## src/rtl/ccsi_pkg.sv

```systemverilog
`default_nettype none

package ccsi_pkg;

    // Byte codes
    localparam logic [7:0] CH_NL     = 8'd10;
    localparam logic [7:0] CH_COMMA  = 8'd44;
    localparam logic [7:0] CH_DQUOTE = 8'd34;
    localparam logic [7:0] CH_SLASH  = 8'd47;
    localparam logic [7:0] CH_STAR   = 8'd42;
    localparam logic [7:0] CH_BSLASH = 8'd92;
    localparam logic [7:0] CH_SPACE  = 8'd32;

    // Plan queue geometry
    localparam int QDEPTH = 4;
    localparam int PTR_W  = $clog2(QDEPTH);
    localparam int CNT_W  = $clog2(QDEPTH + 1);

    // Lexical mode
    typedef enum logic [3:0] {
        MODE_CODE   = 4'b0001,
        MODE_BLOCK  = 4'b0010,
        MODE_STRING = 4'b0100,
        MODE_LINE   = 4'b1000
    } t_mode;

    // One or two result bytes caused by one input byte
    typedef struct packed {
        logic [7:0] byte0;
        logic [7:0] byte1;
        logic       two;
        logic       err;
    } t_plan;

    // Whitespace: tab to carriage return, and space
    function automatic logic is_ws(input logic [7:0] b);
        return (b == CH_SPACE) || ((b >= 8'd9) && (b <= 8'd13));
    endfunction

endpackage

`default_nettype wire

```

## src/rtl/c_comma_space_inserter.sv

```systemverilog
// Each result is registered in the plan queue and presented from its head entry.
// Throughput: one input byte per cycle while the plan queue is not full; a byte that causes
//   two results is given out as two output bytes, and the four-entry plan queue absorbs the difference.
// The first byte of a non-empty line only loads the lookahead register and gives no result.
// Reset (i_rst_n low, synchronous): code mode, nothing held, queue empty, not halted.
`default_nettype none

module c_comma_space_inserter (
    input  wire logic       i_clk,
    input  wire logic       i_rst_n,
    input  wire logic       i_push,
    output logic            o_full,
    input  wire logic [7:0] i_in_byte,
    input  wire logic       i_pop,
    output logic            o_empty,
    output logic [7:0]      o_out_byte,
    output logic            o_last_of_run,
    output logic            o_run_on_string
);

    ccsi_pkg::t_plan w_plan;
    ccsi_pkg::t_plan w_head;
    logic            w_plan_push;
    logic            w_deq;

    // Lexer and planner
    ccsi_front u_front (
        .i_clk       (i_clk),
        .i_rst_n     (i_rst_n),
        .i_push      (i_push),
        .i_full      (o_full),
        .i_in_byte   (i_in_byte),
        .o_plan      (w_plan),
        .o_plan_push (w_plan_push)
    );

    // Plan queue between front and back
    ccsi_queue u_queue (
        .i_clk     (i_clk),
        .i_rst_n   (i_rst_n),
        .i_wr      (w_plan_push),
        .i_wr_data (w_plan),
        .i_rd      (w_deq),
        .o_head    (w_head),
        .o_empty   (o_empty),
        .o_full    (o_full)
    );

    // Result sequencer
    ccsi_back u_back (
        .i_clk           (i_clk),
        .i_rst_n         (i_rst_n),
        .i_head          (w_head),
        .i_q_empty       (o_empty),
        .i_pop           (i_pop),
        .o_deq           (w_deq),
        .o_out_byte      (o_out_byte),
        .o_last_of_run   (o_last_of_run),
        .o_run_on_string (o_run_on_string)
    );

endmodule

`default_nettype wire

```

## src/rtl/ccsi_front.sv

```systemverilog
`default_nettype none

module ccsi_front (
    input  wire logic           i_clk,
    input  wire logic           i_rst_n,
    input  wire logic           i_push,
    input  wire logic           i_full,
    input  wire logic [7:0]     i_in_byte,
    output ccsi_pkg::t_plan     o_plan,
    output logic                o_plan_push
);

    logic [7:0]      r_held_byte, n_held_byte;
    logic            r_held_valid, n_held_valid;
    ccsi_pkg::t_mode r_mode, n_mode;
    logic            r_halted, n_halted;
    logic            w_take;
    logic            w_plan_valid;

    assign w_take = i_push & ~i_full;

    // Classify the held byte against the new one and plan the results
    always_comb begin
        ccsi_pkg::t_mode mode_tmp;
        logic            pair;
        mode_tmp     = r_mode;
        pair         = 1'b0;
        n_held_byte  = r_held_byte;
        n_held_valid = r_held_valid;
        n_halted     = r_halted;
        o_plan       = '0;
        w_plan_valid = 1'b0;
        if (!r_halted) begin
            if (i_in_byte == ccsi_pkg::CH_NL) begin
                // End of line: flush the held byte without pairing
                w_plan_valid = 1'b1;
                if (r_held_valid) begin
                    o_plan.byte0 = r_held_byte;
                    o_plan.byte1 = ccsi_pkg::CH_NL;
                    o_plan.two   = 1'b1;
                    if (r_mode == ccsi_pkg::MODE_STRING &&
                        r_held_byte == ccsi_pkg::CH_DQUOTE) begin
                        mode_tmp = ccsi_pkg::MODE_CODE;
                    end
                    n_held_valid = 1'b0;
                    n_held_byte  = '0;
                end else begin
                    o_plan.byte0 = ccsi_pkg::CH_NL;
                end
                if (mode_tmp == ccsi_pkg::MODE_STRING) begin
                    o_plan.err = 1'b1;
                    n_halted   = 1'b1;
                end else if (mode_tmp == ccsi_pkg::MODE_LINE) begin
                    mode_tmp = ccsi_pkg::MODE_CODE;
                end
            end else if (!r_held_valid) begin
                // Nothing held: store only
                n_held_byte  = i_in_byte;
                n_held_valid = 1'b1;
            end else begin
                w_plan_valid = 1'b1;
                o_plan.byte0 = r_held_byte;
                n_held_byte  = i_in_byte;
                unique case (r_mode)
                    ccsi_pkg::MODE_CODE: begin
                        if (r_held_byte == ccsi_pkg::CH_COMMA &&
                            !ccsi_pkg::is_ws(i_in_byte)) begin
                            o_plan.byte1 = ccsi_pkg::CH_SPACE;
                            o_plan.two   = 1'b1;
                        end else if (r_held_byte == ccsi_pkg::CH_DQUOTE) begin
                            mode_tmp = ccsi_pkg::MODE_STRING;
                        end else if (r_held_byte == ccsi_pkg::CH_SLASH &&
                                     i_in_byte == ccsi_pkg::CH_STAR) begin
                            mode_tmp = ccsi_pkg::MODE_BLOCK;
                            pair     = 1'b1;
                        end else if (r_held_byte == ccsi_pkg::CH_SLASH &&
                                     i_in_byte == ccsi_pkg::CH_SLASH) begin
                            mode_tmp = ccsi_pkg::MODE_LINE;
                            pair     = 1'b1;
                        end
                    end
                    ccsi_pkg::MODE_BLOCK: begin
                        if (r_held_byte == ccsi_pkg::CH_STAR &&
                            i_in_byte == ccsi_pkg::CH_SLASH) begin
                            mode_tmp = ccsi_pkg::MODE_CODE;
                            pair     = 1'b1;
                        end
                    end
                    ccsi_pkg::MODE_STRING: begin
                        if (r_held_byte == ccsi_pkg::CH_BSLASH) begin
                            pair = 1'b1;
                        end else if (r_held_byte == ccsi_pkg::CH_DQUOTE) begin
                            mode_tmp = ccsi_pkg::MODE_CODE;
                        end
                    end
                    ccsi_pkg::MODE_LINE: begin
                    end
                    default: begin
                    end
                endcase
                // Consumed pair: emit both, hold nothing
                if (pair) begin
                    o_plan.byte1 = i_in_byte;
                    o_plan.two   = 1'b1;
                    n_held_valid = 1'b0;
                    n_held_byte  = '0;
                end
            end
        end
        n_mode = mode_tmp;
    end

    assign o_plan_push = w_take & w_plan_valid;

    // Advance the lexer on each transfer
    always_ff @(posedge i_clk) begin
        if (!i_rst_n) begin
            r_held_byte  <= '0;
            r_held_valid <= 1'b0;
            r_mode       <= ccsi_pkg::MODE_CODE;
            r_halted     <= 1'b0;
        end else if (w_take) begin
            r_held_byte  <= n_held_byte;
            r_held_valid <= n_held_valid;
            r_mode       <= n_mode;
            r_halted     <= n_halted;
        end
    end

endmodule

`default_nettype wire

```

## src/rtl/ccsi_queue.sv

```systemverilog
`default_nettype none

module ccsi_queue (
    input  wire logic           i_clk,
    input  wire logic           i_rst_n,
    input  wire logic           i_wr,
    input  wire ccsi_pkg::t_plan i_wr_data,
    input  wire logic           i_rd,
    output ccsi_pkg::t_plan     o_head,
    output logic                o_empty,
    output logic                o_full
);

    ccsi_pkg::t_plan                r_mem [ccsi_pkg::QDEPTH];
    logic [ccsi_pkg::PTR_W-1:0]     r_wr_ptr, r_rd_ptr;
    logic [ccsi_pkg::CNT_W-1:0]     r_count;

    assign o_empty = (r_count == '0);
    assign o_full  = (r_count == ccsi_pkg::CNT_W'(ccsi_pkg::QDEPTH));
    assign o_head  = r_mem[r_rd_ptr];

    // Store the new plan entry
    always_ff @(posedge i_clk) begin
        if (i_wr) begin
            r_mem[r_wr_ptr] <= i_wr_data;
        end
    end

    // Advance pointers and hold the fill count
    always_ff @(posedge i_clk) begin
        if (!i_rst_n) begin
            r_wr_ptr <= '0;
            r_rd_ptr <= '0;
            r_count  <= '0;
        end else begin
            if (i_wr) begin
                r_wr_ptr <= r_wr_ptr + 1'b1;
            end
            if (i_rd) begin
                r_rd_ptr <= r_rd_ptr + 1'b1;
            end
            if (i_wr && !i_rd) begin
                r_count <= r_count + 1'b1;
            end else if (!i_wr && i_rd) begin
                r_count <= r_count - 1'b1;
            end
        end
    end

endmodule

`default_nettype wire

```

## src/rtl/ccsi_back.sv

```systemverilog
`default_nettype none

module ccsi_back (
    input  wire logic           i_clk,
    input  wire logic           i_rst_n,
    input  wire ccsi_pkg::t_plan i_head,
    input  wire logic           i_q_empty,
    input  wire logic           i_pop,
    output logic                o_deq,
    output logic [7:0]          o_out_byte,
    output logic                o_last_of_run,
    output logic                o_run_on_string
);

    logic r_phase, n_phase;
    logic w_xfer;

    assign w_xfer = i_pop & ~i_q_empty;

    // Present the current byte of the head entry
    assign o_out_byte      = r_phase ? i_head.byte1 : i_head.byte0;
    assign o_last_of_run   = ~i_head.two | r_phase;
    assign o_run_on_string = o_last_of_run & i_head.err;

    // Drop the entry after its last byte transfers
    assign o_deq = w_xfer & o_last_of_run;

    always_comb begin
        n_phase = r_phase;
        if (w_xfer) begin
            n_phase = i_head.two & ~r_phase;
        end
    end

    always_ff @(posedge i_clk) begin
        if (!i_rst_n) begin
            r_phase <= 1'b0;
        end else begin
            r_phase <= n_phase;
        end
    end

endmodule

`default_nettype wire

```

## config.mk

```make
export PLATFORM = sky130hd
export DESIGN_NAME = c_comma_space_inserter
export DESIGN_NICKNAME = d
export VERILOG_FILES = /design/src/rtl/ccsi_pkg.sv /design/src/rtl/c_comma_space_inserter.sv /design/src/rtl/ccsi_front.sv /design/src/rtl/ccsi_queue.sv /design/src/rtl/ccsi_back.sv
export SDC_FILE = /design/constraint.sdc
export NUM_CORES = 1
export LEC_CHECK = 0
export ABC_AREA = 1
export BUFFER_PORTS_ARGS = -buffer_cell sky130_fd_sc_hd__buf_4
export CORE_MARGIN = 3
export CORE_UTILIZATION = 52
export CTS_CLUSTER_SIZE = 28
export DETAILED_ROUTE_END_ITERATION = 7
export GPL_TIMING_DRIVEN = 0
export PLACE_DENSITY = 0.7
export SLEW_MARGIN = 20
export SYNTH_ARGS = -nofsm -noshare
export SYNTH_HDL_FRONTEND = slang
export SYNTH_SLANG_ARGS = --single-unit
```

## constraint.sdc

```tcl
create_clock -name i_clk -period 3.54 [get_ports i_clk]
set_input_delay 1.062 -clock i_clk [delete_from_list [all_inputs] [get_ports i_clk]]
set_output_delay 1.062 -clock i_clk [all_outputs]
set_load 0.01 [all_outputs]
```

==> Word-level counts from Yosys, hierarchy flattened <==
Memory sizes are Yosys's and may differ from the RTL's. A register that Yosys moved wholly into a read port is not among the register bits.
Cells that the tools add are included.
W data, S select, Z words.
{ "totals": {"reg_bits": 22, "mem_count": 1, "mem_bits_rw": 72} }
{ "op_classes": {"n_addsub": 4, "bitwise": 12, "mux": 54, "order_cmp": 2, "eq_ne": 21, "n_reduce_logical": 19} }
{ "memory_table": {"columns": ["name", "depth", "width", "rd", "rd_clocked_by_memory_dff", "write_ports", "line", "source"], "rows": [
  ["u_queue.r_mem", 4, 18, 1, 1, 1, "ccsi_queue.sv:14", "ccsi_pkg::t_plan r_mem [ccsi_pkg::QDEPTH];"]
]} }
{ "op_table": {"columns": ["cell", "n"], "rows": [
  ["$mux W4", 15],
  ["$eq A8 B6 Y1 const B", 7],
  ["$mux W8", 6],
  ["$mux W17", 2],
  ["$mux W1", 20],
  ["$mux W18", 1],
  ["$mux W9", 2],
  ["$pmux W4 S3", 1],
  ["$ne A3 B2 Y1 const B", 3],
  ["$reduce_and A9 Y1", 1],
  ["$eq A4 B3 Y1 const B", 2],
  ["$eq A8 B4 Y1 const B", 1],
  ["$eq A8 B7 Y1 const B", 1],
  ["$ge A8 B4 Y1 const B", 1],
  ["$le A8 B4 Y1 const B", 1],
  ["$logic_and A1 B1 Y1", 8],
  ["$mux W7", 1],
  ["$and A1 B1 Y1", 6],
  ["$mux W3", 2],
  ["$mux W5", 1],
  ["$ne A5 B1 Y1 const B", 1],
  ["$not A1 Y1", 5],
  ["$add A2 B1 Y2 const B", 2],
  ["$eq A4 B1 Y1 const B", 1],
  ["other kinds (17)", 21]
]} }

==> Longest topological paths before layout <==
Gate-level depths: netlist (run 1).
{ "logic_depth": {"ltp_word": 14, "ltp_mapped": 15, "mapped_depth_nobuf": 15} }

==> By module <==
Synthesis (run 1) repeated with hierarchy kept, for this count alone.
{ "hier_totals": {"cells_unflattened": 501, "area_unflattened_um2": 4653.2} }
{ "modules_own_cells": {"columns": ["module", "seq_area_each_um2", "area_each_um2", "instances", "cells_per_inst"], "rows": [
  ["ccsi_queue", 2342.2, 3150.5, 1, 232],
  ["ccsi_front", 280.3, 1310.0, 1, 231],
  ["ccsi_back", 20.0, 192.7, 1, 38]
]} }

==> Least setup slack after synthesis (run 1) <==
Ideal clock, no wire load.
{ "synth_timing": {"kind": "input to register", "start": "input port i_in_byte[7]", "end": "memory u_queue.r_mem[0][0] (netlist bit) (enable)", "cell_stages": 9, "setup_ns": 0.393, "setup_slack_ns": 0.458, "arrival_time_ns": 2.690, "path_buffers": 0, "path_cell_list": "nor2_1 nand2_2 nor2_8 nand2_2 nand2_2 inv_2 nor2_8 inv_2 nor2_1"} }
{ "synth_via": {"elab_chain_cells": 6} }
{ "synth_rtl": {"columns": ["item", "line", "source"], "rows": [
  ["from (decl)", "c_comma_space_inserter.sv:13", "input wire logic [7:0] i_in_byte,"],
  ["$eq A8 B4 Y1", "ccsi_front.sv:34", "if (i_in_byte == ccsi_pkg::CH_NL) begin"],
  ["$mux W1", "ccsi_front.sv:34", null],
  ["$mux W1", "ccsi_front.sv:33", "if (!r_halted) begin"],
  ["$and A1 B1 Y1", "ccsi_front.sv:113", "assign o_plan_push = w_take & w_plan_valid;"],
  ["named net u_front.o_plan_push", "ccsi_front.sv:10", "output logic o_plan_push"],
  ["$mux W1", "ccsi_queue.sv:24", "if (i_wr) begin"],
  ["$mux W1 (implied by the code)", "ccsi_queue.sv:25", "r_mem[r_wr_ptr] <= i_wr_data;"],
  ["to (decl)", "ccsi_queue.sv:14", null]
]} }
The timed path passes the listed nets, and every way through them passes these cells.

==> impl_metrics.csv, run 1 <==
group,metric,value,unit
clock_network,cts-buffers-inserted,9,
cells_and_area,ff_latch_area,0.002643,mm²
detailed_routing,first_iter_violations,150,
yosys,avgSynthCellArea,9.474,µm²
cells_and_area,multiInputGateArea,0.001604,mm²
sta,hold_viol_final,0,
die,die-area,0.009846,mm²
yosys,syn_area,0.004519,mm²
clock_network,cts_hold_buf,0,
clock_network,cts_buffer_depth,2,
clock_network,postCtsSetupBuffers,0,
yosys,synth_top_area_cell,"edfxtp_1",
clock_network,cts-root-buf,"clkbuf_8",
status,status,"finished clean",
yosys,synth_nets,495,
cells_and_area,fin_nets,532,
setup_path,r2r-end,"u_queue.r_count[2]$_SDFFE_PN0P_",
yosys,syn_inst,477,
sta,setup_viol,0,
sta,layout_min_cycle_time,3193,ps
detailed_routing,antenna_left,0,
cells_and_area,area_growth,12.68,%
sta,clock_skew,9.960,ps
die,start_util,0.5419,
sta,period_share,0.9019,
detailed_routing,drc,0,
clock_network,clk_latency,360,ps
power_and_ir_drop,vdd_drop_max,0.2848,mV
die,core_area,0.008341,mm²
setup_path,path_class,"reg -> out",
setup_path,reg2reg_slack,1080,ps
power_and_ir_drop,power.density,575.9,mW/mm²
yosys,yosysMostFrequentCell,"nor2_1",
worst_hold_path,worstHoldEndpoint,"u_front.r_mode[3]$_SDFFE_PN0P_",
clock_network,clock-sinks,96,
detailed_routing,firstDrtPassIters,5,
setup_path,cp.arrival,2130,ps
sta,slew_headroom,0.5704,
yosys,synthArstFlopShare,0,
yosys,seq_area_frac_synth,0.5847,
placement,hpwl,7.296,mm
placement,pre_cts_ws,194.5,ps
job,maxCapViolations,0,
die,io_pins,24,
power_and_ir_drop,switching_power,0.9400,mW
worst_hold_path,hold-path-cell-count,2,
power_and_ir_drop,clock_power_share,0.262,
global_routing,grt_max_degree,16,
detailed_routing,wl_per_cell,16.04,µm
global_routing,overflow,0,
power_and_ir_drop,p_seq_frac,0.457,
global_routing,track_usage,0.2112,
die,row_count,33,
sta,slew_violations,0,
sta,setup_tns,0,ps
yosys,ys_seq_elements,96,
yosys,synth.lib_cells_used.distinct,38,
power_and_ir_drop,p_int,1.993,mW
yosys,synth_edf_count,72,
setup_path,end_kind,"output pin",
clock_network,htreeDepth,3,
global_routing,grt_pass1_vias,3430,
setup_path,required,2480,ps
power_and_ir_drop,p_leak,2.072,nW
placement,gp_congestion,0.9226,
yosys,yosysWarnings,0,
detailed_routing,via_count,3449,
setup_path,startpoint_type,"flip-flop",
clock_network,cts_tree,"done",
cells_and_area,fillCellCount,702,
yosys,synthFlopType,"edfxtp_1",
cells_and_area,diodes,0,
placement,numPortBuffers,22,
cells_and_area,fin_util,0.6106,
power_and_ir_drop,swShare,0.3206,
global_routing,grt_first_pass_wirelength,16.31,mm
global_routing,antenna_found_initial,0,
sta,worst_slack,347.4,ps
detailed_routing,wirelength,10.01,mm
cells_and_area,layout-drive-gt1-share,0.1676,
sta,worst_pin_slew,643.7,ps
setup_path,cp_max_fo,10,
power_and_ir_drop,combPwrFrac,0.280,
setup_path,rr_worst_depth,13,
die,die_h,99.23,µm
die,die_x,99.23,µm
worst_hold_path,hp-class,"reg -> reg",
yosys,yosysTopAreaCellShare,0.4784,
clock_network,clkTransAtPathRegs,90,ps
detailed_routing,detail_route.vias_per_cell,5.527,
yosys,synth.top_cells.by_count,"nor2_1 (99), edfxtp_1 (72), o21ai_0 (55)",
yosys,synthTopCellsByArea,"edfxtp_1 (48%), dfxtp_1 (11%), nor2_1 (8.2%), o21ai_0 (6.1%), nand2_1 (4.1%)",
sta,rsz0062_at_grt,"false",
worst_hold_path,min_from,"u_front.r_mode[3]$_SDFFE_PN0P_",
sta,max_freq,313.2,MHz
worst max-delay path by stage:
stage                     slack [ps]                               to    startpoint  cells past startpoint
after floorplan                  460    u_queue.r_mem[0][0]$_DFFE_PP_  i_in_byte[7]                      9
after detailed placement         190  u_queue.r_count[2]$_SDFFE_PN0P_  i_in_byte[7]                     15
after global routing             160                    o_out_byte[1]     flip-flop                      8
after global placement          -340   u_queue.r_mem[2][14]$_DFFE_PP_  i_in_byte[7]                     10
final                            350                    o_out_byte[1]     flip-flop                      8
after CTS                        120                    o_out_byte[1]     flip-flop                      8
stage by stage:
step / instance area, µm² / hold WS, ps / cells / power [mW]
6_report: 5092 / 478.5 / 624 / 2.933
2_1_floorplan: 4519 / 436.2 / 477 / 1.877
4_1_cts: 5091 / 483.7 / 624 / 2.939
3_5_place_dp: 4878 / 468.2 / 608 / 2.193
5_1_grt: 5092 / 504.1 / 624 / 3.087
3_3_place_gp: 4816 / 454.6 / 604 / 2.159
layout by cell type, fill, tap and decap left out, types with 8 or more instances in the layout:
cell type,n
inv_2,8
nand2_1,49
nor2_1,95
nand3_1,13
a21oi_1,23
buf_4,22
clkbuf_8,9
inv_1,43
clkbuf_1,9
a31oi_1,8
edfxtp_1,72
nand4_1,10
nand2_2,8
dfxtp_1,24
o22ai_1,11
o21ai_0,55
registers in the layout (all words and copies together), names as in the netlist, named ones only:
name,count
u_queue.r_mem,72
u_front.r_held_byte,8
u_front.r_mode,4
u_queue.r_count,3
u_queue.r_rd_ptr,2
u_queue.r_wr_ptr,2
u_back.r_phase,1
u_front.r_halted,1
u_front.r_held_valid,1
layer usage:
layer,wire length (µm),part of all wire,GRT usage,vias to the layer above
met5,0,0,0,-
met4,293,0.029,0.09139,0
met3,644,0.064,0.04348,24
met2,4871,0.49,0.3456,118
met1,4199,0.42,0.2733,1605
li1,-,-,-,1702
power groups by stage:
| stage | combinational (mW) | sequential (mW) | clock, mW |
|---|---|---|---|
| global placement | 0.796 | 1.36 | 0 |
| global route | 0.929 | 1.35 | 0.810 |
| floorplan | 0.522 | 1.35 | 0 |
| CTS | 0.829 | 1.34 | 0.769 |
| finish | 0.823 | 1.34 | 0.770 |
| detailed placement | 0.827 | 1.37 | 0 |
what timing repair did:
action | in CTS | in global routing
resized for setup | 0 | 2
endpoints found under the setup margin | 0 | 1
hold endpoints to repair | 0 | 0
cell type report:
cell class / instances / share of cell area
Sequential cell: 96 / 0.5189
Multi-Input combinational cell: 311 / 0.3150
Timing Repair Buffer: 26 / 0.04275
Inverter: 55 / 0.04201
Clock buffer: 11 / 0.02580
Tap cell: 105 / 0.02580
Clock inverter: 5 / 0.01597
Buffer: 15 / 0.01376
worst max-delay path, cell delays in order (launching register included):
cell and delay, ps:
dfxtp_1 300, buf_2 180, inv_2 160, clkbuf_1 420
o21ai_0 160, o22ai_1 130, nor2_1 60, a31oi_1 210
buf_4 160
logic make-up (layout without fill, tap and decap cells):
| family | after synthesis | after routing | synth area share |
|---|---|---|---|
| AND/OR/NAND/NOR | 200 | 200 | 0.2060 |
| AO/OA/AOI/OAI | 105 | 105 | 0.1285 |
| adder cells (fa/ha/maj) | 6 | 6 | 0.01827 |
| flip-flops | 96 | 96 | 0.5847 |
| buffers and inverters | 70 | 112 | 0.06257 |
Power figures use the tool's default switching activity.
==> run 2, diff against run 1 <==
==> constraint.sdc (replaced) <==
create_clock -name i_clk -period 3.54 [get_ports i_clk]
set_input_delay 0.708 -clock i_clk [delete_from_list [all_inputs] [get_ports i_clk]]
set_output_delay 0.708 -clock i_clk [all_outputs]
set_load 0.01 [all_outputs]
==> run 2 against run 1 <==
  * First-iteration DRC count increased by 5.3%
  * Critical path depth unchanged
  * Sequential cell count unchanged
  * Global-route usage unchanged
  * Cell count unchanged
  * Non-clock buffer count stayed put
  * Highest routed layer unchanged
==> impl_metrics.csv, run 2 (synthesis gave the netlist of run 1 again) <==
group,metric,value,unit
setup_path,path_delay_family,"buffers and inverters",
global_routing,grt_first_pass_wirelength,16.31,mm
sta,slew_violations,0,
setup_path,startpoint_type,"flip-flop",
global_routing,grt_max_degree,16,
clock_network,clock-sinks,96,
setup_path,cp_cell_sequence,"buf_2 -> inv_1 -> clkbuf_1 -> o21ai_0 -> o22ai_1 -> nor2_1 -> a31oi_1 -> buf_4",
die,start_util,0.5419,
cells_and_area,layout-drive-gt1-share,0.1657,
cells_and_area,diodes,0,
clock_network,cts_tree,"done",
power_and_ir_drop,power,2.927,mW
sta,clock_skew,8.252,ps
setup_path,r2r-end,"u_queue.r_count[2]$_SDFFE_PN0P_",
status,status,"finished clean",
sta,hold_viol_final,0,
sta,setup_tns,0,ps
die,core_area,0.008341,mm²
cells_and_area,area_growth,12.65,%
placement,numPortBuffers,22,
power_and_ir_drop,p_seq_frac,0.458,
worst_hold_path,hp-class,"reg -> reg",
setup_path,reg2reg_slack,1080,ps
global_routing,antenna_found_initial,0,
clock_network,htreeDepth,3,
sta,worst_slack,519.8,ps
global_routing,track_usage,0.2112,
sta,max_freq,331.1,MHz
placement,gp_congestion,0.9226,
job,maxCapViolations,0,
power_and_ir_drop,p_int,1.992,mW
cells_and_area,fin_util,0.6104,
power_and_ir_drop,swShare,0.3194,
sta,layout_min_cycle_time,3020,ps
sta,whs,478.5,ps
clock_network,clk_latency,350,ps
cells_and_area,fin_nets,532,
power_and_ir_drop,clock_power_share,0.261,
detailed_routing,antenna_left,0,
sta,setup_viol,0,
placement,pre_cts_ws,548.5,ps
detailed_routing,firstDrtPassIters,5,
clock_network,clkTransAtPathRegs,90,ps
clock_network,cts_buffer_depth,2,
setup_path,rr_worst_depth,13,
power_and_ir_drop,switching_power,0.9351,mW
cells_and_area,largest_reg_flops,72,
cells_and_area,layout_commonest_cell,"nor2_1",
global_routing,overflow,0,
setup_path,endpoint,"o_out_byte[1]",
power_and_ir_drop,vdd_drop_max,0.2848,mV
clock_network,cts_resized,0,
global_routing,grt_pass1_vias,3430,
sta,rsz0062_at_grt,"false",
die,io_pins,24,
cells_and_area,top_register,"u_queue.r_mem",
cells_and_area,largestRegisters,"u_queue.r_mem: 72 flops, u_front.r_held_byte: 8 flops, u_front.r_mode: 4 flops",
power_and_ir_drop,power.density,575.0,mW/mm²
setup_path,crit_cells,8,
setup_path,path_buf_inv,4,
sta,worst_pin_slew,630.5,ps
setup_path,required,2830,ps
die,row_count,33,
detailed_routing,detail_route.vias_per_cell,5.542,
detailed_routing,wl_per_cell,16.00,µm
sta,period_share,0.8532,
placement,hpwl,7.296,mm
setup_path,cp_max_fo,10,
detailed_routing,wirelength,9.983,mm
die,die_h,99.23,µm
setup_path,cp.arrival,2310,ps
die,die_x,99.23,µm
clock_network,cts_hold_buf,0,
clock_network,cts-root-buf,"clkbuf_8",
clock_network,cts-buffers-inserted,9,
setup_path,path_class,"reg -> out",
detailed_routing,first_iter_violations,158,
sta,slew_headroom,0.5792,
detailed_routing,drc,0,
power_and_ir_drop,p_leak,2.070,nW
setup_path,end_kind,"output pin",
power_and_ir_drop,combPwrFrac,0.281,
setup_path,cp_slowest_stage_delay,470,ps
detailed_routing,via_count,3458,
die,die-area,0.009846,mm²
setup_path,slowest_stage,"clkbuf_1",
clock_network,postCtsSetupBuffers,0,
cells_and_area,final_cell_mix,"nor2_1 (95), edfxtp_1 (72), o21ai_0 (55), nand2_1 (49), inv_1 (43)",
==> run 2: cell counts in the layout (fill, tap and decap cells not counted) <==
No cell type changed its count.
==> run 2: area by class of cell <==
class | count | area [µm²]
fillers | 700 | 3249
plain buffers | 15 | 68.82
inverters | 55 | 214.0
repair buffers | 26 | 217.7
multi-input cells | 311 | 1604
well taps | 105 | 131.4
flip-flops and latches | 96 | 2643
clock inverters | 5 | 81.33
clock buffers | 11 | 131.4
==> run 2: power groups by stage <==
stage                     registers, mW  clock network [mW]  logic, mW
final                              1.34               0.765      0.822
after global routing               1.35               0.810      0.929
after CTS                          1.34               0.769      0.829
after detailed placement           1.37                   0      0.827
after global placement             1.36                   0      0.796
after floorplan                    1.35                   0      0.522
==> run 2: worst min path at each step <==
| stage | to | slack [ps] | startpoint | depth (start not counted) |
|---|---|---|---|---|
| 3_3_place_gp | u_queue.r_rd_ptr[0]$_SDFFE_PN0P_ | 450 | u_queue.r_rd_ptr[0]$_SDFFE_PN0P_ | 1 |
| 2_1_floorplan | flip-flop | 440 | u_queue.r_rd_ptr[1]$_SDFFE_PN0P_ | 2 |
| 6_report | u_front.r_mode[3]$_SDFFE_PN0P_ | 480 | u_front.r_mode[3]$_SDFFE_PN0P_ | 2 |
| 4_1_cts | u_front.r_mode[3]$_SDFFE_PN0P_ | 480 | u_front.r_mode[3]$_SDFFE_PN0P_ | 2 |
| 3_5_place_dp | flip-flop | 470 | u_queue.r_rd_ptr[0]$_SDFFE_PN0P_ | 1 |
| 5_1_grt | flip-flop | 500 | u_queue.r_rd_ptr[0]$_SDFFE_PN0P_ | 1 |
==> run 2: worst min-delay path, delay by kind of cell (launching register included) <==
family,cells,cell delay (ps)
DFF,1,330
AOI/OAI and AO/OA,1,50
and+or+nand+nor,1,60
==> run 2: metrics by stage <==
step,area (µm²),instances
after floorplan,4519,477
after global placement,4816,604
after detailed placement,4878,608
after CTS,5091,624
after global routing,5091,624
final,5091,624
==> run 2: routing by layer <==
metal	share of wire	track usage	vias up
li1	-	-	1701
met1	0.42	0.2733	1614
met3	0.064	0.04348	21
met4	0.026	0.09139	0
met2	0.49	0.3456	122
met5	0	0	-
==> run 3, diff against run 2 <==
- CTS_BUF_LIST: default -> sky130_fd_sc_hd__clkbuf_16
==> run 3 against run 2 <==
  * Sequential power barely moved
  * Critical path depth did not move
  * Largest power group unchanged
  * First-iteration DRC count rose by 53%
  * Critical path type unchanged
==> impl_metrics.csv, run 3 (synthesis gave the netlist of run 1 again) <==
group,metric,value,unit
status,status,"finished clean",
power_and_ir_drop,power.density,610.0,mW/mm²
detailed_routing,wirelength,10.10,mm
detailed_routing,wl_per_cell,16.18,µm
power_and_ir_drop,p_leak,2.124,nW
placement,numPortBuffers,22,
setup_path,startpoint_type,"flip-flop",
detailed_routing,first_iter_violations,242,
detailed_routing,via_count,3487,
die,row_count,33,
clock_network,cts_hold_buf,0,
cells_and_area,final_cell_mix,"nor2_1 (95), edfxtp_1 (72), o21ai_0 (55), nand2_1 (49), inv_1 (45)",
detailed_routing,antenna_left,0,
cells_and_area,area_growth,14.89,%
sta,whs,475.2,ps
sta,clock_skew,7.007,ps
cells_and_area,diodes,0,
global_routing,grt_busiest_layer,"met2",
setup_path,cp_max_fo,10,
clock_network,postCtsSetupBuffers,0,
power_and_ir_drop,vdd_drop_max,0.2945,mV
cells_and_area,fin_nets,532,
setup_path,path_buf_inv,4,
cells_and_area,largest_reg_flops,72,
detailed_routing,firstDrtPassIters,5,
placement,gp_congestion,0.9226,
sta,setup_viol,0,
die,die_h,99.23,µm
setup_path,cp.arrival,2280,ps
setup_path,cp_slowest_stage_delay,470,ps
clock_network,cts_resized,0,
global_routing,groute.layer.met2.usage,0.3559,
clock_network,cts_buffer_depth,2,
clock_network,cts-root-buf,"clkbuf_16",
setup_path,path_class,"reg -> out",
global_routing,grt_pass1_vias,3464,
sta,layout_min_cycle_time,2993,ps
cells_and_area,largestRegisters,"u_queue.r_mem: 72 flops, u_front.r_held_byte: 8 flops, u_front.r_mode: 4 flops",
cells_and_area,layout_commonest_cell,"nor2_1",
global_routing,track_usage,0.2136,
global_routing,antenna_found_initial,0,
cells_and_area,fillCellCount,678,
placement,placed_area,0.004878,mm²
sta,slew_violations,0,
clock_network,clkTransAtPathRegs,60,ps
setup_path,required,2830,ps
detailed_routing,detail_route.vias_per_cell,5.588,
setup_path,cp_cell_sequence,"buf_2 -> inv_1 -> clkbuf_1 -> o21ai_0 -> o22ai_1 -> nor2_1 -> a31oi_1 -> buf_4",
global_routing,overflow,0,
cells_and_area,layout-drive-gt1-share,0.1657,
setup_path,path_delay_family,"buffers and inverters",
cells_and_area,design_area,0.005192,mm²
die,io_pins,24,
clock_network,clock-sinks,96,
setup_path,end_kind,"output pin",
clock_network,cts_tree,"done",
setup_path,slowest_stage,"clkbuf_1",
die,start_util,0.5419,
detailed_routing,drc,0,
sta,hold_viol_final,0,
job,maxCapViolations,0,
global_routing,grtUsageMet1,0.2709,
sta,rsz0062_at_grt,"false",
global_routing,grt_util_met3,0.04348,
clock_network,clk_latency,330,ps
sta,period_share,0.8455,
sta,setup_tns,0,ps
global_routing,grt_max_degree,16,
die,die_x,99.23,µm
placement,hpwl,7.296,mm
sta,max_freq,334.1,MHz
clock_network,htreeDepth,3,
worst_hold_path,hp-class,"reg -> reg",
worst_hold_path,min_from,"u_front.r_mode[3]$_SDFFE_PN0P_",
die,die-area,0.009846,mm²
cells_and_area,top_register,"u_queue.r_mem",
die,core_area,0.008341,mm²
clock_network,cts-buffers-inserted,9,
global_routing,grt_first_pass_wirelength,16.48,mm
sta,slew_headroom,0.5797,
sta,worst_pin_slew,629.8,ps
run 3: where the power goes:
| part | leakage [nW] | internal (mW) | switching, mW |
|---|---|---|---|
| sequential | 0.881 | 1.30 | 0.0473 |
| combinational | 1.09 | 0.300 | 0.527 |
| clock | 0.158 | 0.613 | 0.384 |
run 3: worst paths after layout:
| path | slack [ps] | cells after the start | end |
|---|---|---|---|
| setup / recovery | 550 | 8 | o_out_byte[1] |
| hold / removal | 480 | 2 | u_front.r_mode[3]$_SDFFE_PN0P_ |
| setup reg to reg | 1070 | 13 | u_queue.r_count[2]$_SDFFE_PN0P_ |
| hold reg to reg | 480 | 2 | u_front.r_mode[3]$_SDFFE_PN0P_ |
run 3: cell type report:
class	instances	area [µm²]	share of cell area
Inverter	55	214.0	0.04120
Tap cell	105	131.4	0.02530
Clock buffer	9	225.2	0.04337
Clock inverter	7	88.84	0.01711
Multi-Input combinational cell	311	1604	0.3089
Buffer	15	68.82	0.01325
Sequential cell	96	2643	0.5089
Timing Repair Buffer	26	217.7	0.04193
run 3: tightest hold or removal path, cell delays in order (launching register included):
cell and delay, ps:
dfxtp_1 320, nand2_1 60, a21oi_1 50
run 3: metrics by stage:
stage	power (mW)	setup WS, ps	utilization	cells
finish	3.167	547.1	0.6226	624
global route	3.333	280.7	0.6226	624
CTS	3.183	535.9	0.6226	624
detailed placement	2.193	548.5	0.5849	608
global placement	2.159	13.49	0.5774	604
floorplan	1.877	811.8	-	477
run 3: routing by layer:
layer | wire length [µm] | share of wire
met5 | 0 | 0
met4 | 246 | 0.024
met2 | 5007 | 0.50
met3 | 555 | 0.055
met1 | 4289 | 0.42
